`config.mk`:
```
export PLATFORM = sky130hd
export DESIGN_NAME = csb_out_fifo
export DESIGN_NICKNAME = d
export VERILOG_FILES = /design/src/hw/rtl/csb_pkg.sv /design/src/hw/rtl/csb_out_fifo.sv
export SDC_FILE = /design/constraint.sdc
export NUM_CORES = 1
export LEC_CHECK = 0
export BUFFER_PORTS_ARGS = -buffer_cell sky130_fd_sc_hd__buf_2
export CAP_MARGIN = 20
export CELL_PAD_IN_SITES_DETAIL_PLACEMENT = 0
export CELL_PAD_IN_SITES_GLOBAL_PLACEMENT = 2
export CORE_MARGIN = 10
export CORE_UTILIZATION = 45
export DETAILED_ROUTE_END_ITERATION = 8
export HOLD_SLACK_MARGIN = 0.02
export PLACE_DENSITY = 0.88
export SLEW_MARGIN = 10
export SYNTH_ARGS = -nofsm -noshare
export SYNTH_HDL_FRONTEND = slang
export SYNTH_SLANG_ARGS = --single-unit
```
`constraint.sdc`:
```
create_clock -name clk -period 4.37 [get_ports clk]
set_input_delay 0 -clock clk [delete_from_list [all_inputs] [get_ports clk]]
set_output_delay 0 -clock clk [all_outputs]
set_load 0.02 [all_outputs]
```
`src/hw/rtl/csb_pkg.sv`:
```
// ----------------------------------------------------------------------------
// csb_pkg
// Shared widths, codes and record types of the channel scale/bias layer.
// ----------------------------------------------------------------------------
`default_nettype none

package csb_pkg;

  localparam int CHANNELS    = 256;
  localparam int CH_W        = $clog2(CHANNELS);
  localparam int DATA_W      = 16;
  localparam int PROD_W      = 2 * DATA_W;
  localparam int SG_W        = 48;
  localparam int BG_W        = 40;
  localparam int POS_W       = 16;
  localparam int CC_W        = 9;
  localparam int SIZE_W      = 17;
  localparam int CFG_IDX_W   = 3;
  localparam int CFG_DATA_W  = 17;
  localparam int ROUND_SHIFT = 12;
  localparam int ROUND_HALF  = 2048;
  localparam int OUT_DEPTH   = 4;
  localparam int OUT_PTR_W   = $clog2(OUT_DEPTH);
  localparam int OUT_CNT_W   = $clog2(OUT_DEPTH + 1);

  typedef enum logic [1:0] {
    OP_LOAD     = 2'd0,
    OP_FORWARD  = 2'd1,
    OP_BACKWARD = 2'd2,
    OP_READ     = 2'd3
  } csb_op_t;

  typedef enum logic [CFG_IDX_W-1:0] {
    REG_CHANNEL_COUNT = 3'd0,
    REG_INNER_SIZE    = 3'd1,
    REG_OUTER_COUNT   = 3'd2,
    REG_USE_BIAS      = 3'd3,
    REG_PARAM_GRAD    = 3'd4,
    REG_INPUT_GRAD    = 3'd5
  } csb_reg_t;

  // Last valid position of each counter (clamped size minus one)
  typedef struct packed {
    logic [CH_W-1:0]  nch_m1;
    logic [POS_W-1:0] nin_m1;
    logic [POS_W-1:0] nout_m1;
  } csb_limits_t;

  typedef struct packed {
    logic signed [SG_W-1:0] s;
    logic signed [BG_W-1:0] b;
  } csb_sums_t;

  typedef struct packed {
    logic signed [DATA_W-1:0] out_value;
    logic signed [SG_W-1:0]   scale_grad;
    logic signed [BG_W-1:0]   bias_grad;
    logic [CH_W-1:0]          channel_out;
    logic                     last_of_pass;
    logic                     saturated;
  } csb_result_t;

endpackage

`default_nettype wire

```
`src/hw/rtl/csb_out_fifo.sv`:
```
// ----------------------------------------------------------------------------
// csb_out_fifo
// Small result queue that decouples the free-running pipeline from the
// result handshake.
// ----------------------------------------------------------------------------
`default_nettype none

module csb_out_fifo (
  input  logic                               clk,
  input  logic                               rst,
  input  logic                               push,
  input  csb_pkg::csb_result_t               push_data,
  input  logic                               pop,
  output csb_pkg::csb_result_t               head,
  output logic                               not_empty,
  output logic [csb_pkg::OUT_CNT_W-1:0]      count
);
  import csb_pkg::*;

  csb_result_t          entries [OUT_DEPTH];
  logic [OUT_PTR_W-1:0] wr_ptr;
  logic [OUT_PTR_W-1:0] rd_ptr;

  assign head      = entries[rd_ptr];
  assign not_empty = count != '0;

  // Store pushed items
  always_ff @(posedge clk) begin
    if (push) begin
      entries[wr_ptr] <= push_data;
    end
  end

  // Advance pointers and fill count
  always_ff @(posedge clk) begin
    if (rst) begin
      wr_ptr <= '0;
      rd_ptr <= '0;
      count  <= '0;
    end else begin
      if (push) begin
        wr_ptr <= wr_ptr + 1'b1;
      end
      if (pop) begin
        rd_ptr <= rd_ptr + 1'b1;
      end
      count <= count + OUT_CNT_W'(push) - OUT_CNT_W'(pop);
    end
  end

endmodule

`default_nettype wire

```
==> metrics <==
fin crit share=57.64%; top-count cell post-synth=edfxtp_1; htree depth=2; post-DP HPWL=19.85 mm; Leak Pwr=7.279 nW; skew final=5.492 ps; Synth-to-Final Area Change=26.66%; utilization of the core after routing=58.17%; Via density=5.234; crit path cell chain=buf_16 > buf_4 > mux4_2 > buf_2; met3 WL post-DR=3.089 mm; Post-Syn Area=0.01689 mm²; Total Wirelength=34.26 mm; EDFF count, synth=456; Final #Nets=1149; post-route minimum period=2519 ps; initial DRC count=593; Crit Path Class=reg -> out; outcome=complete, no violations; Port-buffer cells=235; Multi-input gate area=0.002809 mm²; worst skew pair latency=560 ps; Slew HR=51.35%; first-pass GRT wire length=52.40 mm; TritonCTS Sinks=465; Max Slew Vio Count=0; Commonest cells post-synth=edfxtp_1 (456), mux4_2 (114), buf_2 (13); CP peak stage delay=550 ps; Die Y-Extent=213.8 µm; Die X=213.8 µm; Post-CTS Setup Repair Bufs=0; clock tree buffer depth=3; Max Clk Rate=0.3970 GHz; vias in the first global route=8791; CP max FO=38; gp weighted congestion=0.7632; # setup viols final=0; Hold Vio Cnt, Final=0; met2 wire len=16.43 mm; Die ar.=0.04570 mm²; Top FF cell, synth=edfxtp_1; met1 wire length=14.07 mm; fill count=2650; Placeable Area=0.03679 mm²; io pins=236; standard-cell rows=70; drt first pass iters=5; Final ANT Viol Nets=0; share of cells above drive strength 1=40.94%; Mapped Cells=637; Hold Crit Class=in -> reg; Num CTS Buffers=48; dpl cell area=0.01863 mm²; design area=0.02140 mm²; kind of cell adding the most delay to the critical path=buffers and inverters; WP data required=4370 ps; Setup crit end kind=output port; Yosys reg bits=465; RSZ-0062 raised after global routing=false; Storage cell area=0.01388 mm²; synth unique cells=20; total track usage=15.16%; crit path DAT=2520 ps; sequential fraction of the synthesis area=82.12%; Worst path slowest cell=mux4_2; fraction of registers with async set/reset=0%; VDD IR-drop max=314.1 µV; mean routed wirelength per cell=22.37 µm; total grt overflow=0; uppermost routed layer=met5; DR vias=8013; clock-pin slew on the worst setup and hold paths=60 ps; CP Buf/Inv Count=3; Synth area leaders=edfxtp_1 (81%), mux4_2 (15%), dfxtp_1 (1.1%); startpoint types=flip-flop; Initial Util=45.93%; TritonCTS clock tree=done; post-synth top area cell=edfxtp_1; synth warn=0; pwr/cell area=483.2 mW/mm²; syn_area_per_cell=26.52 µm²; Yosys top cell area share=81.05%; root buffer cell=clkbuf_16; measured slew at the worst slew-check pin=729.7 ps; drc violations=0; antenna violations before repair=4; MaxCap Viol Count=0; Setup TNS Final=0 ps; Syn Nets=762; largest net degree at the start of global routing=115
-- stage by stage --
| stage | hold WS (ps) | total power [mW] | cells | setup WS, ps |
|---|---|---|---|---|
| 3_3_place_gp | 210.0 | 6.353 | 1323 | 2106 |
| 2_1_floorplan | 71.61 | 5.973 | 637 | 717.3 |
| 3_5_place_dp | 214.0 | 6.374 | 1323 | 2056 |
| 5_1_grt | 180.0 | 10.73 | 1530 | 1679 |
| 6_report | 193.2 | 10.34 | 1531 | 1851 |
| 4_1_cts | 152.5 | 10.47 | 1527 | 1447 |
-- path summary, 6_finish.rpt --
kind         slack [ps]  cells past startpoint          start              to
min                 190                      2  push_data[88]  entries[0][88]
max reg2reg        2270                      4      wr_ptr[0]  entries[2][97]
min reg2reg         530                      2      rd_ptr[1]       flip-flop
max                1850                      4      flip-flop       head[105]
-- registers in the layout, summed over array words and instances, names as in the netlist, named ones only --
signal / count
wr_ptr: 2
rd_ptr: 2
entries: 456
count: 3
-- placed cells by master, fill, tap and decap left out, types with 7 or more instances in the layout --
cell             n
buf_12           7
clkinv_2         8
dfxtp_1          7
clkbuf_1         9
buf_2          235
edfxtp_1       456
clkbuf_16       49
mux4_2         114
clkinv_1         9
dlygate4sd3_1  118
-- metal layers --
layer / GRT usage, % / up-vias
met1: 19.41 / 4129
li1: - / 3526
met5: 0 / -
met2: 24.15 / 298
met4: 4.718 / 4
met3: 5.096 / 56
-- power by group --
group | switching, mW | internal (mW) | leakage (nW)
Sequential | 0.0675 | 5.13 | 4.26
Clock | 1.59 | 2.40 | 0.754
Combinational | 0.649 | 0.502 | 2.26
-- cell families (layout without fill, tap and decap cells) --
logic type / Yosys count / after routing / share of synthesized area, %
mux: 115 / 115 / 15.26
xor+xnor: 3 / 3 / 0.2444
compound gates: 2 / 2 / 0.08884
fa+ha+maj: 7 / 7 / 0.5628
buf+inv: 32 / 455 / 1.318
simple gates: 13 / 13 / 0.4147
other cells: 0 / 3 / 0
flops: 465 / 465 / 82.12
-- cell type report --
cell class	instances	share of cell area [%]
diodes	3	0.03508
clock buffers	58	5.888
clock inverters	28	1.374
inverters	6	0.1052
multi-input cells	140	13.13
flip-flops and latches	465	64.87
well taps	468	2.736
repair buffers	363	11.87
-- timing repair --
action / in CTS / in global routing
hold buffers: 118 / 0
setup endpoints to repair: 0 / 0
gates resized for setup: 0 / 0
endpoints found under the hold margin: 465 / 0
No activity file was read; power rests on OpenSTA's default activity.
