<file path="config.mk">
export PLATFORM = sky130hd
export DESIGN_NAME = csb_position
export DESIGN_NICKNAME = d
export VERILOG_FILES = /design/src/hw/rtl/csb_pkg.sv /design/src/hw/rtl/csb_position.sv
export SDC_FILE = /design/constraint.sdc
export NUM_CORES = 1
export LEC_CHECK = 0
export BUFFER_PORTS_ARGS = -buffer_cell sky130_fd_sc_hd__buf_2
export CAP_MARGIN = 10
export CORE_MARGIN = 1
export CORE_UTILIZATION = 62
export CTS_BUF_LIST = sky130_fd_sc_hd__clkbuf_2
export CTS_CLUSTER_SIZE = 16
export DETAILED_ROUTE_END_ITERATION = 8
export PLACE_DENSITY = 0.84
export SLEW_MARGIN = 20
export SYNTH_ARGS = -nofsm -noshare
export SYNTH_HDL_FRONTEND = slang
export SYNTH_SLANG_ARGS = --single-unit
</file>
<file path="constraint.sdc">
create_clock -name clk -period 3.8 [get_ports clk]
set_input_delay 0.19 -clock clk [delete_from_list [all_inputs] [get_ports clk]]
set_output_delay 0.19 -clock clk [all_outputs]
set_load 0.1 [all_outputs]
</file>
<file path="src/hw/rtl/csb_pkg.sv">
// ----------------------------------------------------------------------------
// csb_pkg
// Shared widths, codes and record types of the channel scale/bias layer.
// ----------------------------------------------------------------------------
`default_nettype none

package csb_pkg;

  localparam int CHANNELS    = 256;
  localparam int CH_W        = $clog2(CHANNELS);
  localparam int DATA_W      = 16;
  localparam int PROD_W      = 2 * DATA_W;
  localparam int SG_W        = 48;
  localparam int BG_W        = 40;
  localparam int POS_W       = 16;
  localparam int CC_W        = 9;
  localparam int SIZE_W      = 17;
  localparam int CFG_IDX_W   = 3;
  localparam int CFG_DATA_W  = 17;
  localparam int ROUND_SHIFT = 12;
  localparam int ROUND_HALF  = 2048;
  localparam int OUT_DEPTH   = 4;
  localparam int OUT_PTR_W   = $clog2(OUT_DEPTH);
  localparam int OUT_CNT_W   = $clog2(OUT_DEPTH + 1);

  typedef enum logic [1:0] {
    OP_LOAD     = 2'd0,
    OP_FORWARD  = 2'd1,
    OP_BACKWARD = 2'd2,
    OP_READ     = 2'd3
  } csb_op_t;

  typedef enum logic [CFG_IDX_W-1:0] {
    REG_CHANNEL_COUNT = 3'd0,
    REG_INNER_SIZE    = 3'd1,
    REG_OUTER_COUNT   = 3'd2,
    REG_USE_BIAS      = 3'd3,
    REG_PARAM_GRAD    = 3'd4,
    REG_INPUT_GRAD    = 3'd5
  } csb_reg_t;

  // Last valid position of each counter (clamped size minus one)
  typedef struct packed {
    logic [CH_W-1:0]  nch_m1;
    logic [POS_W-1:0] nin_m1;
    logic [POS_W-1:0] nout_m1;
  } csb_limits_t;

  typedef struct packed {
    logic signed [SG_W-1:0] s;
    logic signed [BG_W-1:0] b;
  } csb_sums_t;

  typedef struct packed {
    logic signed [DATA_W-1:0] out_value;
    logic signed [SG_W-1:0]   scale_grad;
    logic signed [BG_W-1:0]   bias_grad;
    logic [CH_W-1:0]          channel_out;
    logic                     last_of_pass;
    logic                     saturated;
  } csb_result_t;

endpackage

`default_nettype wire

</file>
<file path="src/hw/rtl/csb_position.sv">
// ----------------------------------------------------------------------------
// csb_position
// Inner/channel/outer position counters, plus a bit-serial remainder pass
// that folds the channel position into a newly written channel count.
// ----------------------------------------------------------------------------
`default_nettype none

module csb_position (
  input  logic                      clk,
  input  logic                      rst,
  input  logic                      accept,
  input  logic                      sop,
  input  logic                      step,
  input  logic                      reduce_start,
  input  csb_pkg::csb_limits_t      limits,
  output logic [csb_pkg::CH_W-1:0]  chan,
  output logic                      last,
  output logic                      busy
);
  import csb_pkg::*;

  localparam int RC_W = $clog2(CH_W);
  localparam logic [RC_W-1:0] CNT_LAST = RC_W'(CH_W - 1);

  logic [POS_W-1:0] inner_pos, inner_eff, inner_next;
  logic [CH_W-1:0]  chan_pos, chan_eff, chan_next;
  logic [POS_W-1:0] outer_pos, outer_eff, outer_next;

  logic [CH_W-1:0]  red_rem;
  logic [CH_W-1:0]  red_div;
  logic [RC_W-1:0]  red_cnt;
  logic [CH_W:0]    red_trial;
  logic [CH_W:0]    red_divisor;
  logic [CH_W:0]    red_step;

  // Start of pass zeroes the counters before this item
  assign inner_eff = sop ? '0 : inner_pos;
  assign chan_eff  = sop ? '0 : chan_pos;
  assign outer_eff = sop ? '0 : outer_pos;

  assign chan = chan_eff;
  assign last = (inner_eff >= limits.nin_m1) && (chan_eff >= limits.nch_m1) &&
                (outer_eff >= limits.nout_m1);

  // Advance in memory order: inner, then channel, then outer slice
  always_comb begin
    inner_next = inner_pos;
    chan_next  = chan_pos;
    outer_next = outer_pos;
    if (accept) begin
      inner_next = inner_eff;
      chan_next  = chan_eff;
      outer_next = outer_eff;
      if (step) begin
        if (last) begin
          inner_next = '0;
          chan_next  = '0;
          outer_next = '0;
        end else if (inner_eff < limits.nin_m1) begin
          inner_next = inner_eff + 1'b1;
        end else begin
          inner_next = '0;
          if (chan_eff < limits.nch_m1) begin
            chan_next = chan_eff + 1'b1;
          end else begin
            chan_next  = '0;
            outer_next = outer_eff + 1'b1;
          end
        end
      end
    end
  end

  // One restoring remainder step per cycle
  assign red_trial   = {red_rem, red_div[CH_W-1]};
  assign red_divisor = {1'b0, limits.nch_m1} + 1'b1;
  assign red_step    = (red_trial >= red_divisor) ? (red_trial - red_divisor) : red_trial;

  always_ff @(posedge clk) begin
    if (rst) begin
      inner_pos <= '0;
      chan_pos  <= '0;
      outer_pos <= '0;
      busy      <= 1'b0;
    end else begin
      inner_pos <= inner_next;
      outer_pos <= outer_next;
      if (reduce_start) begin
        busy     <= 1'b1;
        chan_pos <= chan_next;
      end else if (busy && (red_cnt == CNT_LAST)) begin
        busy     <= 1'b0;
        chan_pos <= red_step[CH_W-1:0];
      end else begin
        chan_pos <= chan_next;
      end
    end
  end

  // Remainder datapath
  always_ff @(posedge clk) begin
    if (reduce_start) begin
      red_rem <= '0;
      red_div <= chan_pos;
      red_cnt <= '0;
    end else if (busy) begin
      red_rem <= red_step[CH_W-1:0];
      red_div <= {red_div[CH_W-2:0], 1'b0};
      red_cnt <= red_cnt + 1'b1;
    end
  end

endmodule

`default_nettype wire

</file>
==> flow_metrics.env <==
export IMPL_holdWs_ns=0.0652
export IMPL_final_util_pct=71.0
export IMPL_synth_fp_nets=744
export IMPL_htree_levels=3
export IMPL_setup_viol=0
export IMPL_ctsHoldBuffers=0
export IMPL_p_clk_share_pct=31.8
export IMPL_cts_num_sinks=60
export IMPL_seq_power_share_pct=46.5
export IMPL_die_area_um2=8430
export IMPL_initial_core_util_pct=64.4
export IMPL_drcViolationCount=0
export IMPL_synthArstFlopShare_pct=0
export IMPL_hold_path_class="input port to flop"
export IMPL_grt_max_degree=32
export IMPL_grt_overflow=0
export IMPL_avgSynthCellArea_um2=7.76
export IMPL_tightest_slew_ns=0.815
export IMPL_cap_viol_max_count=0
export IMPL_drtIter0Drc=332
export IMPL_globalplace_congestion=0.957
export IMPL_end_kind="output port"
export IMPL_num_vias=4967
export IMPL_place_ws_ns=0.0120
export IMPL_hold_viol_final=0
export IMPL_worst_clock_skew_ns=0.0256
export IMPL_cts_buffer_depth=2
export IMPL_seq_area_frac_synth_pct=25.6
export IMPL_synth_cell_type_count=67
export IMPL_ys_top_cells_by_area="dfxtp_1 21%, ha_1 13%, edfxtp_1 4.8%"
export IMPL_final_setup_tns_ns=0
export IMPL_insertion_delay_ns=0.51
export IMPL_fin_ws_ns=0.371
export IMPL_worstSetupPathType="flop to output port"
export IMPL_final_cell_mix="63 x nand2_1, 58 x inv_1, 54 x buf_2"
export IMPL_finalNonFillerCells=798
export IMPL_finalWirelength_mm=12.7
export IMPL_synth_flop_cell="dfxtp_1"
export IMPL_cts_tree="yes"
export IMPL_path_max_fanout=8
export IMPL_die_x_um=91.8
export IMPL_syn_area_um2=5000
export IMPL_die_h_um=91.8
export IMPL_antenna_left=0
export IMPL_drv_slew=0
export IMPL_critPathLaunchType="flop"
export IMPL_seq_area_um2=1280
export IMPL_timing_fmax_mhz=292
export IMPL_powerDensity_nw_per_um2=271
export IMPL_leakagePower_nw=2.36
export IMPL_synth_top_cell_by_area="dfxtp_1"
export IMPL_rsz0062_at_grt="no"
export IMPL_final_common_cell="nand2_1"
export IMPL_antenna_found_initial=0
export IMPL_dr_pass1_iters=6
export IMPL_multi_input_area_um2=3410
export IMPL_areaGrowthSynthToFinish_pct=10.3
export IMPL_slew_headroom_pct=45.6
export IMPL_cts_root_buffer="clkbuf_2"
export IMPL_yosys_register_bits=60
export IMPL_nFillCells=626
export IMPL_track_usage_pct=31.4
export IMPL_synth_edf_count=8
export IMPL_clk_pin_slew_ns=0.19
export IMPL_drive_above_1_share_pct=14.8
export IMPL_critPathArrivalTime_ns=3.24
export IMPL_ioPinCount=56
export IMPL_worstPathRequired_ns=3.61
export IMPL_core_um2=7770
export IMPL_p_sw_share_pct=31.8
export IMPL_netlist_instances=644
export IMPL_synth_top_area_share_pct=20.8
export IMPL_rows=32
export IMPL_post_place_cells=782
export IMPL_antenna_cells=0
export IMPL_yosysWarnings=0
export IMPL_avgViaCountPerCell=6.22
export IMPL_cts_setup_buffers=0
export IMPL_hpwl_mm=9.67
export IMPL_internal_power_mw=1.02
export IMPL_port_buffers=55
export IMPL_cts_buffers=9
export IMPL_ir_drop_uv=247
export IMPL_grt_pass1_wl_mm=21.4
export IMPL_p_switching_mw=0.476
export IMPL_p_comb_share_pct=21.7
export IMPL_grt_pass1_vias=4763
export IMPL_finalCriticalPeriod_ns=3.43
export IMPL_fin_nets=791
export IMPL_status="finished clean"
export IMPL_wl_per_cell_um=15.9
export IMPL_fin_crit_sh_pct=90.2
power by group through the flow:
stage,combinational [mW],sequential (mW),clock [mW]
after floorplan,0.233,0.703,0
after global placement,0.309,0.707,0
after detailed placement,0.320,0.708,0
after CTS,0.322,0.695,0.476
after global routing,0.361,0.699,0.499
final,0.325,0.695,0.475
per-stage QoR:
step / cell area, um2 / power (mW)
after global placement: 5370 / 1.02
after floorplan: 5010 / 0.936
after global routing: 5510 / 1.56
final: 5510 / 1.50
after detailed placement: 5370 / 1.03
after CTS: 5510 / 1.49
cell type report:
type                            count  area share [%]
Clock buffer                       10           0.908
Tap cell                          102            2.32
Timing Repair Buffer               60            5.95
Multi-Input combinational cell    500            61.8
Sequential cell                    60            23.2
Clock inverter                      6            1.61
Inverter                           60            4.13
final timing paths:
path                                            startpoint  cells after the start  slack (ns)                        end
worst max register to register  inner_pos[14]$_SDFFE_PP0P_                     10        0.45  inner_pos[0]$_SDFFE_PP0P_
worst min register to register   outer_pos[8]$_SDFFE_PP0P_                      2        0.49  outer_pos[8]$_SDFFE_PP0P_
worst min-delay path                          reduce_start                      2        0.07    red_cnt[0]$_SDFFE_PP0P_
worst max-delay path            inner_pos[14]$_SDFFE_PP0P_                      9        0.37                       last
synth_stat cells, drive strengths merged, types with 6 or more instances:
master  count
a211oi     14
a21oi      36
a31oi      19
and3        9
buf         7
clkbuf     17
dfxtp      52
edfxtp      8
ha         53
inv        59
mux2        9
mux2i      10
nand2      63
nand3      27
nand3b     16
nand4      12
nor2       46
nor2b      33
nor3       16
o21a        6
o21ai      38
or3         6
xnor2      16
what timing repair did:
item | CTS | global route
endpoints found under the hold margin | 0 | 0
resized for setup | 0 | 1
setup endpoints to repair | 0 | 4
registers in the layout, summed over array words and instances (netlist names):
signal     cells
inner_pos     16
outer_pos     16
chan_pos       8
red_div        8
red_rem        8
red_cnt        3
busy           1
cells by family (layout without fill, tap and decap cells):
kind of cell	after synthesis	after routing	share of synthesized area (%)
adder cells (fa/ha/maj)	54	54	13.7
flip-flops	60	60	25.6
XOR/XNOR	18	18	3.15
buffers and inverters	84	136	6.48
AND/OR/NAND/NOR	252	252	26.1
AO/OA/AOI/OAI	157	157	20.9
multiplexers	19	19	4.10
critical path, cell delays in order, from the launching register on:
cell	delay (ns)
dfxtp_1	0.40
nor2b_1	0.17
ha_1	0.31
nand4_1	0.11
or3_1	0.43
nor3_2	0.32
nand4_1	0.31
a21o_4	0.34
inv_4	0.14
buf_12	0.19
per-layer routing:
metal	track usage, %	share of wire (%)	up-vias
met3	4.56	6.6	27
li1	-	-	2414
met1	39.1	43	2314
met4	12.1	2.3	0
met2	54.6	49	212
met5	0	0	-
(Power assumes the default switching activity.)
