==> src/hw/rtl/csb_pkg.sv <==
// ----------------------------------------------------------------------------
// csb_pkg
// Shared widths, codes and record types of the channel scale/bias layer.
// ----------------------------------------------------------------------------
`default_nettype none

package csb_pkg;

  localparam int CHANNELS    = 256;
  localparam int CH_W        = $clog2(CHANNELS);
  localparam int DATA_W      = 16;
  localparam int PROD_W      = 2 * DATA_W;
  localparam int SG_W        = 48;
  localparam int BG_W        = 40;
  localparam int POS_W       = 16;
  localparam int CC_W        = 9;
  localparam int SIZE_W      = 17;
  localparam int CFG_IDX_W   = 3;
  localparam int CFG_DATA_W  = 17;
  localparam int ROUND_SHIFT = 12;
  localparam int ROUND_HALF  = 2048;
  localparam int OUT_DEPTH   = 4;
  localparam int OUT_PTR_W   = $clog2(OUT_DEPTH);
  localparam int OUT_CNT_W   = $clog2(OUT_DEPTH + 1);

  typedef enum logic [1:0] {
    OP_LOAD     = 2'd0,
    OP_FORWARD  = 2'd1,
    OP_BACKWARD = 2'd2,
    OP_READ     = 2'd3
  } csb_op_t;

  typedef enum logic [CFG_IDX_W-1:0] {
    REG_CHANNEL_COUNT = 3'd0,
    REG_INNER_SIZE    = 3'd1,
    REG_OUTER_COUNT   = 3'd2,
    REG_USE_BIAS      = 3'd3,
    REG_PARAM_GRAD    = 3'd4,
    REG_INPUT_GRAD    = 3'd5
  } csb_reg_t;

  // Last valid position of each counter (clamped size minus one)
  typedef struct packed {
    logic [CH_W-1:0]  nch_m1;
    logic [POS_W-1:0] nin_m1;
    logic [POS_W-1:0] nout_m1;
  } csb_limits_t;

  typedef struct packed {
    logic signed [SG_W-1:0] s;
    logic signed [BG_W-1:0] b;
  } csb_sums_t;

  typedef struct packed {
    logic signed [DATA_W-1:0] out_value;
    logic signed [SG_W-1:0]   scale_grad;
    logic signed [BG_W-1:0]   bias_grad;
    logic [CH_W-1:0]          channel_out;
    logic                     last_of_pass;
    logic                     saturated;
  } csb_result_t;

endpackage

`default_nettype wire

==> src/hw/rtl/csb_accum.sv <==
// ----------------------------------------------------------------------------
// csb_accum
// Rounding and saturation of the scaled value, and saturating update of a
// channel's gradient sums.
// ----------------------------------------------------------------------------
`default_nettype none

module csb_accum (
  input  logic                              fwd,
  input  logic                              use_bias,
  input  logic signed [csb_pkg::PROD_W-1:0] prod_a,
  input  logic signed [csb_pkg::DATA_W-1:0] bias,
  input  logic signed [csb_pkg::PROD_W-1:0] prod_xy,
  input  logic signed [csb_pkg::DATA_W-1:0] dy,
  input  csb_pkg::csb_sums_t                oper,
  output logic signed [csb_pkg::DATA_W-1:0] val,
  output logic                              val_clip,
  output csb_pkg::csb_sums_t                sums_new,
  output logic                              s_clip,
  output logic                              b_clip
);
  import csb_pkg::*;

  localparam int ACC_W = PROD_W + 2;

  logic signed [ACC_W-1:0]  bias_term;
  logic signed [ACC_W-1:0]  acc;
  logic signed [ACC_W-1:0]  rnd;
  logic signed [ACC_W-1:0]  q;
  logic [ACC_W-DATA_W:0]    q_top;
  logic signed [SG_W:0]     s_sum;
  logic signed [BG_W:0]     b_sum;

  // Bias aligned to the product's 12 extra fraction bits
  assign bias_term = {{(ACC_W - DATA_W - ROUND_SHIFT){bias[DATA_W-1]}}, bias,
                      {ROUND_SHIFT{1'b0}}};
  assign acc = ACC_W'(prod_a) + ((fwd && use_bias) ? bias_term : '0);

  // Round half up, then clip to the data range
  assign rnd   = acc + ACC_W'(ROUND_HALF);
  assign q     = rnd >>> ROUND_SHIFT;
  assign q_top = q[ACC_W-1:DATA_W-1];
  assign val_clip = !((&q_top) || !(|q_top));
  assign val = val_clip ? (q[ACC_W-1] ? {1'b1, {(DATA_W-1){1'b0}}}
                                      : {1'b0, {(DATA_W-1){1'b1}}})
                        : q[DATA_W-1:0];

  // Scale gradient sum
  assign s_sum  = (SG_W+1)'($signed(oper.s)) + (SG_W+1)'(prod_xy);
  assign s_clip = s_sum[SG_W] != s_sum[SG_W-1];
  assign sums_new.s = s_clip ? (s_sum[SG_W] ? {1'b1, {(SG_W-1){1'b0}}}
                                            : {1'b0, {(SG_W-1){1'b1}}})
                             : s_sum[SG_W-1:0];

  // Bias gradient sum, held when bias is off
  assign b_sum  = (BG_W+1)'($signed(oper.b)) + (BG_W+1)'(dy);
  assign b_clip = use_bias && (b_sum[BG_W] != b_sum[BG_W-1]);
  always_comb begin
    if (!use_bias) begin
      sums_new.b = oper.b;
    end else if (b_clip) begin
      sums_new.b = b_sum[BG_W] ? {1'b1, {(BG_W-1){1'b0}}} : {1'b0, {(BG_W-1){1'b1}}};
    end else begin
      sums_new.b = b_sum[BG_W-1:0];
    end
  end

endmodule

`default_nettype wire

==> config.mk <==
export PLATFORM = sky130hd
export DESIGN_NAME = csb_accum
export DESIGN_NICKNAME = d
export VERILOG_FILES = /design/src/hw/rtl/csb_pkg.sv /design/src/hw/rtl/csb_accum.sv
export SDC_FILE = /design/constraint.sdc
export NUM_CORES = 1
export LEC_CHECK = 0
export ABC_AREA = 1
export BUFFER_PORTS_ARGS = -buffer_cell sky130_fd_sc_hd__buf_2
export CORE_ASPECT_RATIO = 1.4
export CORE_MARGIN = 2
export CORE_UTILIZATION = 55
export DETAILED_ROUTE_END_ITERATION = 10
export PLACE_DENSITY_LB_ADDON = 0.12
export SLEW_MARGIN = 20
export SYNTH_ARGS = -nofsm -noshare
export SYNTH_HDL_FRONTEND = slang
export SYNTH_SLANG_ARGS = --single-unit
==> constraint.sdc <==
create_clock -name vclk -period 2.9
set_input_delay 0.145 -clock vclk [all_inputs]
set_output_delay 0.145 -clock vclk [all_outputs]
set_load 0.02 [all_outputs]
==> results.cfg, run 1 <==
[logic_synthesis]
synth_fa_ha_area_frac = 0.153
muxShareOfSynthArea = 0
synth-simple-area-share = 0.513
synthCells = 1837
syn_area_um2 = 9250
ys_seq_area_frac = 0
ys_types = 44
syn_avg_cell_area_um2 = 5.03
synth_nets = 2134
synth_top_family_by_area = simple AND/OR/NAND/NOR gates
synth_compound_area_frac = 0.154
yosysWarnings = 0
synth_xor_area_frac = 0.0701

[drt]
vias = 12900
post_drt_wl_per_cell_um = 15.5
drc = 0
via_per_inst = 5.55
antenna_left = 0
routed_wl_mm = 36.0
drtPass1Iterations = 6
drtIter0Drc = 852

[power_and_ir_drop]
powerDensity_nw_per_um2 = 286
leakage_nw = 6.63
ir_drop_v = 0.000206

[floorplanning]
rows = 56
core_area_um2 = 16600
initial_core_util = 0.557
fp.dieW_um = 114
dieArea_um2 = 17900
die_y_um = 157
num_io_pins = 293

[timing]
hold_viol_final = 0
clock.fmax_mhz = 353
slew_violations = 0
slew_headroom = 0.517
finalCritPeriodShare = 0.976
setup_viol = 0
tightest_slew_ns = 0.720
layout_min_cycle_time_ns = 2.83

[final_layout]
seq_cell_count = 0
layout-drive-gt1-share = 0.206
clock_buffers = 0
num_antenna_cells = 0
utilization = 0.691
ff_latch_area_um2 = 0
areaGrowthSynthToFinish_pct = 24.0
final_cell_area_um2 = 11500
nets = 2422
fill_cells = 1627

[place]
placed_cell_area_um2 = 11000
hpwl_mm = 29.7
portBuffers = 282
gp_congestion = 1.07

[worst_hold_path]
hold_start = oper[18]
hold_path_class = in2out

[global_route]
grt_pass1_vias = 11800
top_usage_layer = met2
grt_overflow_total = 0
grt_max_degree = 43
grt_use_met2 = 0.691
grtUsageMet1 = 0.391
grt_use_met3 = 0.0200
grt_use_total = 0.362
grt_pass1_wl_mm = 53.4
antenna_found_initial = 0

[worst_setup_path]
max_stage_delay_ns = 0.37
required_ns = 2.76
worstPathArrival_ns = 2.68
critPathLaunchType = input pin
worst-setup-path-type = in2out
cp_cell_sequence = buf_2 -> nand2_4 -> buf_12 -> nor2_1 -> ha_1 -> nand2_2 -> inv_1 -> nand3_2 -> nor2_2 -> nand4_1 -> nand3_2 -> nand2_1 -> nand2_1 -> nand2_1 -> nor2_1 -> nand2_2 -> nand2_4 -> nand2_1 -> nand2_1 -> buf_4
path_common_cell = nand2_1
crit_slowest_cell = ha_1
cp-end-kind = output port
startpoint = fwd
cp_max_fo = 8

[run_status]
status = finished clean

[run]
maxCapViolCount = 0

[clock_tree]
ctsHoldBuffers = 0
## synth_stat cells, types with 15 or more instances
cell type | instances | share of area
nand2_1 | 731 | 0.30
inv_1 | 216 | 0.088
nor2_1 | 202 | 0.082
a21oi_1 | 129 | 0.070
ha_1 | 108 | 0.15
nand3_1 | 87 | 0.047
o21ai_0 | 66 | 0.036
xor2_1 | 48 | 0.045
nand2_2 | 31 | 0.021
xnor2_1 | 26 | 0.025
nand4_1 | 25 | 0.017
nor3_1 | 23 | 0.012
o21bai_1 | 18 | 0.015
o21ai_1 | 16 | 0.0087
nor2_2 | 15 | 0.010
## what timing repair did
item / CTS / global route
cloned: 0 / 7
resized for setup: 3 / 75
buffers inserted: 0 / 2
pin swaps: 0 / 11
setup endpoints to repair: 16 / 83
## kinds of logic after synthesis
family,count (synthesis)
compound gates,259
simple gates,1142
fa+ha+maj,111
buf+inv,251
xor+xnor,74
## final timing paths
path,endpoint,depth (start not counted),slack (ns)
hold / removal,sums_new[18],4,0.62
setup / recovery,val[4],20,0.07
## critical path, delay by kind of cell
kind,cells,cell delay (ns)
adders and majority gates,1,0.37
buffers and inverters,4,0.48
and+or+nand+nor,15,1.67
## stage by stage
step / setup WS [ns] / hold WS, ns / std cells / TNS, ns / power, mW
2_1_floorplan: 0.174 / 0.465 / 1837 / 0 / 2.13
3_3_place_gp: 0.0242 / 0.619 / 2317 / 0 / 3.04
3_5_place_dp: -0.0675 / 0.621 / 2317 / -0.516 / 3.07
4_1_cts: 0.0129 / 0.624 / 2317 / 0 / 3.09
5_1_grt: -0.120 / 0.639 / 2326 / -1.12 / 3.57
6_report: 0.0707 / 0.621 / 2326 / 0 / 3.28
## area by class of cell
type               instances  area [um^2]  share of cell area
well taps                203          254              0.0221
multi-input cells       1588         8560               0.747
inverters                222          833              0.0727
repair buffers           313         1820               0.159
## power by group
| part | internal (mW) | switching (mW) |
|---|---|---|
| logic | 1.16 | 2.12 |
| clock network | 0 | 0 |
| registers | 0 | 0 |
## per-layer routing
| metal | vias up | part of all wire |
|---|---|---|
| met2 | 616 | 0.50 |
| met5 | - | 0 |
| met3 | 150 | 0.059 |
| met4 | 0 | 0.066 |
| li1 | 6455 | - |
| met1 | 5694 | 0.37 |
## cell usage in the layout (no fill, tap or decap), drive strengths merged
cell,instances
or2,1
nand2,764
fa,3
nand4,27
clkbuf,4
nand3b,1
nor3,27
a31oi,4
xor2,48
and2,5
o21bai,18
a211oi,1
nand3,94
ha,108
nor4,2
o211ai,3
a21o,6
inv,222
o21a,3
xnor2,26
nor2,220
buf,309
a21boi,6
o21ai,83
nand2b,2
and3,1
a21oi,135
(Power assumes the default switching activity.)
==> run 2, diff against run 1 <==
CORE_UTILIZATION = 40   (was 55)
clock period = 2.4 ns   (was 2.9 ns; I/O delays follow)
==> run 2 against run 1 <==
  * The run now fails in 5_1_grt
  * Area after synthesis unchanged
  * Synthesized cell count is the same
==> results.cfg, run 2 <==
[logic_synthesis]
yosys-top-cells-count = 731 x nand2_1, 216 x inv_1, 202 x nor2_1
yosys.cell_count.top_type = nand2_1
ys_seq_area_frac = 0
yosysTopAreaCell = nand2_1
synthTopCellsByArea = nand2_1 30%, ha_1 15%, inv_1 8.8%
synthCells = 1837
syn_avg_cell_area_um2 = 5.03
yosysWarnings = 0
syn_area_um2 = 9250
ys_types = 44
synth_nets = 2134
netlist.area_leader.share = 0.297

[floorplanning]
fp.dieW_um = 132
initial_core_util = 0.409
num_io_pins = 293
rows = 65
die_y_um = 184

[place]
portBuffers = 282
post-place-ws_ns = -0.446
placed_cell_area_um2 = 13800
hpwl_mm = 37.0
gp_congestion = 1.01
place_inst = 2769

[run_status]
error_line = [ERROR GRT-0232] Routing congestion too high. Check the congestion heatmap in the GUI.
status = stopped before the end
stop_stage = 5_1_grt

[clock_tree]
ctsHoldBuffers = 0

[global_route]
grt_use_total = 0.587
grt_max_degree = 43
grt_overflow_total = 87

[timing]
grt-worst-endpoint = val[9]
worst-ep-kind = primary output
[run 2: kinds of logic after synthesis]
family	count (synthesis)	share of synthesized area
adder cells (fa/ha/maj)	111	0.153
AND/OR/NAND/NOR	1142	0.513
XOR/XNOR	74	0.0701
buffers and inverters	251	0.111
AO/OA/AOI/OAI	259	0.154
[run 2: per-stage QoR]
step                TNS, ns   util
floorplan                 0      -
global placement     -35.08  0.609
detailed placement   -37.13  0.609
CTS                   -5.30  0.773
[run 2: metal layers]
metal  GRT usage  overflow
met1       0.540         3
met5      0.0453         0
met2       0.891        40
met3       0.307         0
met4       0.628        44
[run 2: what timing repair did]
action,CTS
endpoints found under the hold margin,0
setup endpoints to repair,106
gates resized for setup,607
cloned,22
pin swaps,147
buffers inserted,58
==> run 3, diff against run 2 <==
CORE_ASPECT_RATIO = not set   (was 1.4)
CORE_UTILIZATION = 25   (was 40)
PLACE_DENSITY_LB_ADDON = 0.15   (was 0.12)
clock period = 3.1 ns   (was 2.4 ns; I/O delays follow)
==> run 3 against run 2 <==
  * The run now ends clean
==> results.cfg, run 3 (synthesized netlist as in run 1, its figures left out) <==
[power_and_ir_drop]
ir_drop_v = 0.000108
powerDensity_nw_per_um2 = 262
leakage_nw = 6.51
total_power_mw = 2.99

[worst_setup_path]
worstPathArrival_ns = 2.72
required_ns = 2.94
cp_max_fo = 4
critPathLaunchType = input pin
cp-end-kind = output port
worst-setup-path-type = in2out

[global_route]
grt_pass1_wl_mm = 62.0
antenna_found_initial = 2
grt_max_degree = 49
grt_use_total = 0.199
grt_pass1_vias = 11700
grt_overflow_total = 0

[timing]
hold_viol_final = 0
setup_viol = 0
setup_ws_ns = 0.221
rsz0062_at_grt = false
finalCritPeriodShare = 0.929
finalSetupTns_ns = 0
tightest_slew_ns = 0.935
layout_min_cycle_time_ns = 2.88
slew_violations = 0
slew_headroom = 0.370
clock.fmax_mhz = 347

[place]
portBuffers = 282
placed_cell_area_um2 = 11300
gp_congestion = 0.916
post-place-ws_ns = 0.0681
hpwl_mm = 35.7

[floorplanning]
num_io_pins = 293
fp.dieW_um = 196
initial_core_util = 0.253
rows = 70
die_y_um = 196
core_area_um2 = 36500
dieArea_um2 = 38500

[final_layout]
layout-drive-gt1-share = 0.191
seq_cell_count = 0
ff_latch_area_um2 = 0
nets = 2412
areaGrowthSynthToFinish_pct = 23.6
clock_buffers = 0
utilization = 0.313
final_common_cell = nand2_1
fill_cells = 4390
final_cell_area_um2 = 11400
final_cell_mix = 728 x nand2_1, 280 x buf_2, 216 x inv_1

[drt]
drtPass1Iterations = 5
drtIter0Drc = 785
post_drt_wl_per_cell_um = 15.5
antenna_left = 0
routed_wl_mm = 40.2
via_per_inst = 4.80
drc = 0
vias = 12400

[clock_tree]
cts_setup_buffers = 0

[run]
maxCapViolCount = 0

[worst_hold_path]
hold_path_class = in2out

[run_status]
status = finished clean
-- run 3: worst max-delay path, cell delays in order --
cell	delay (ns)
buf_2	0.10
ha_1	0.41
nand2_1	0.18
nor2_1	0.22
nand2_1	0.07
o21ai_0	0.75
nand3_1	0.28
nand4_1	0.17
nand2_1	0.08
o21ai_1	0.13
buf_2	0.17
-- run 3: metrics by stage --
step / instances / hold slack, ns
2_1_floorplan: 1837 / 0.485
3_3_place_gp: 2580 / 0.640
3_5_place_dp: 2580 / 0.649
4_1_cts: 2580 / 0.649
5_1_grt: 2581 / 0.667
6_report: 2583 / 0.644
-- run 3: cell type report --
class                      count  area [um^2]  share of cell area
multi-input combinational   1587         8380               0.733
inverter                     222          833              0.0729
tap                          468          586              0.0512
antenna                        2         5.00            0.000438
timing repair buffer         304         1630               0.143
-- run 3: power breakdown --
| group | total [mW] | switching (mW) | internal [mW] |
|---|---|---|---|
| sequential | 0 | 0 | 0 |
| clock | 0.0000000868 | 0 | 0.0000000868 |
| combinational | 2.99 | 1.98 | 1.01 |
| total | 2.99 | 1.98 | 1.01 |
-- run 3: layer usage --
layer  vias up  GRT usage  wire (um)
met3        24     0.0266       2550
met2       376      0.330      17500
met5         -          0          0
met1      5564      0.283      19700
li1       6428          -          -
met4         0     0.0174        399
-- run 3: worst paths after layout --
| path | startpoint | to | cells after the start |
|---|---|---|---|
| setup / recovery | oper[49] | sums_new[85] | 11 |
| hold / removal | oper[0] | sums_new[0] | 4 |
-- run 3: timing repair --
item | 4_1_cts | 5_1_grt
hold endpoints to repair | 0 | 0
hold buffers | 0 | 0
gates resized for setup | 0 | 32
endpoints found under the setup margin | 0 | 97
==> run 4, diff against run 3 <==
CORE_MARGIN = not set   (was 2)
==> run 4 against run 3 <==
  * Via count down 0.59%
  * Fmax down 0.61%
  * Wire length down 1.1%
  * First-iteration DRC count down 14%
  * Setup slack worse by 0.018 ns
  * Sequential cell count unchanged
  * Global-route usage increased by 0.63 points
  * Non-clock buffer count shrank 6
  * Critical path depth increased by 4
  * Final cell count is 0.35% lower
  * Die area decreased by 2.0%
==> results.cfg, run 4 (synthesized netlist as in run 1, its figures left out) <==
[place]
portBuffers = 282
post-place-ws_ns = 0.0465
gp_congestion = 0.927
place_inst = 2574
hpwl_mm = 35.5
placed_cell_area_um2 = 11200

[timing]
setup_ws_ns = 0.203
hold_viol_final = 0
slew_headroom = 0.317
slew_violations = 0
setup_viol = 0
finalSetupTns_ns = 0
layout_min_cycle_time_ns = 2.90
tightest_slew_ns = 1.01
clock.fmax_mhz = 345
finalCritPeriodShare = 0.934
hold_slack_ns = 0.645
rsz0062_at_grt = true

[run]
maxCapViolCount = 0

[drt]
via_per_inst = 4.79
drtIter0Drc = 678
antenna_left = 0
post_drt_wl_per_cell_um = 15.4
vias = 12300
routed_wl_mm = 39.7
drtPass1Iterations = 5
drc = 0

[final_layout]
utilization = 0.308
areaGrowthSynthToFinish_pct = 21.9
ff_latch_area_um2 = 0
nets = 2405
final_cells = 2574
num_antenna_cells = 0
final_cell_area_um2 = 11300
layout-drive-gt1-share = 0.182
final_common_cell = nand2_1
seq_cell_count = 0
final_cell_mix = 731 x nand2_1, 280 x buf_2, 216 x inv_1
clock_buffers = 0
fill_cells = 4397

[worst_setup_path]
cp_max_fo = 4
cp_cell_sequence = buf_2 -> ha_1 -> nand2_1 -> nor2_1 -> nand2_1 -> o21ai_0 -> nand2_1 -> nand2_1 -> nand2_1 -> nand2_1 -> nand2_1 -> nand2_1 -> nand2_1 -> nand2_1 -> buf_2
timing.critical_path.buf_inv = 2
startpoint = prod_xy[9]
worst-setup-path-type = in2out
path_common_cell = nand2_1
max_stage_delay_ns = 0.80
cp-end-kind = output port
path_delay_family = simple AND/OR/NAND/NOR gates
required_ns = 2.94
critPathLaunchType = input pin
worstPathArrival_ns = 2.74
crit_slowest_cell = o21ai_0

[floorplanning]
die_y_um = 194
num_io_pins = 293
initial_core_util = 0.253
core_area_um2 = 36500
rows = 70
dieArea_um2 = 37800
fp.dieW_um = 194

[power_and_ir_drop]
leakage_nw = 6.47
total_power_mw = 2.96
ir_drop_v = 0.000107
powerDensity_nw_per_um2 = 263

[global_route]
grt_pass1_vias = 11900
antenna_found_initial = 1
grt_use_total = 0.205
grt_pass1_wl_mm = 63.0
grt_max_degree = 49
grt_overflow_total = 0

[worst_hold_path]
hold_start = oper[13]
hold_path_class = in2out

[run_status]
status = finished clean
==> run 4: cell count changes in the layout (fill, tap and decap cells not counted), moves of 2 or more <==
cell / change
ha_1: +8
diode_2: -2
ha_4: -6
ha_2: -2
nand2_2: -3
buf_4: -6
nand2_1: +3
==> run 4: layout make-up <==
class	instances	area (um^2)	area share
Tap cell	468	586	0.0520
Inverter	222	833	0.0740
Timing Repair Buffer	298	1590	0.141
Multi-Input combinational cell	1586	8260	0.733
==> run 4: tightest hold or removal path, cell delays in order <==
cell,delay (ns)
buf_2,0.09
nand2_1,0.05
nand2_1,0.05
buf_2,0.15
==> run 4: worst paths after layout <==
kind	end	cells past startpoint
setup / recovery	sums_new[77]	15
hold / removal	sums_new[13]	4
==> run 4: report_power, final <==
group	total, mW	leakage, nW	internal [mW]	switching (mW)
sequential	0	0	0	0
combinational	2.96	6.47	0.995	1.97
clock	0	0	0	0
==> run 4: per-layer routing <==
metal	routed length, um	GRT usage
met1	19900	0.298
met2	17300	0.335
met3	2120	0.0201
met4	375	0.0188
met5	0	0
==> run 4: timing repair <==
action | in CTS | in global routing
hold buffers | 0 | 0
buffers inserted | 0 | 0
gates resized for setup | 0 | 15
setup endpoints to repair | 0 | 57
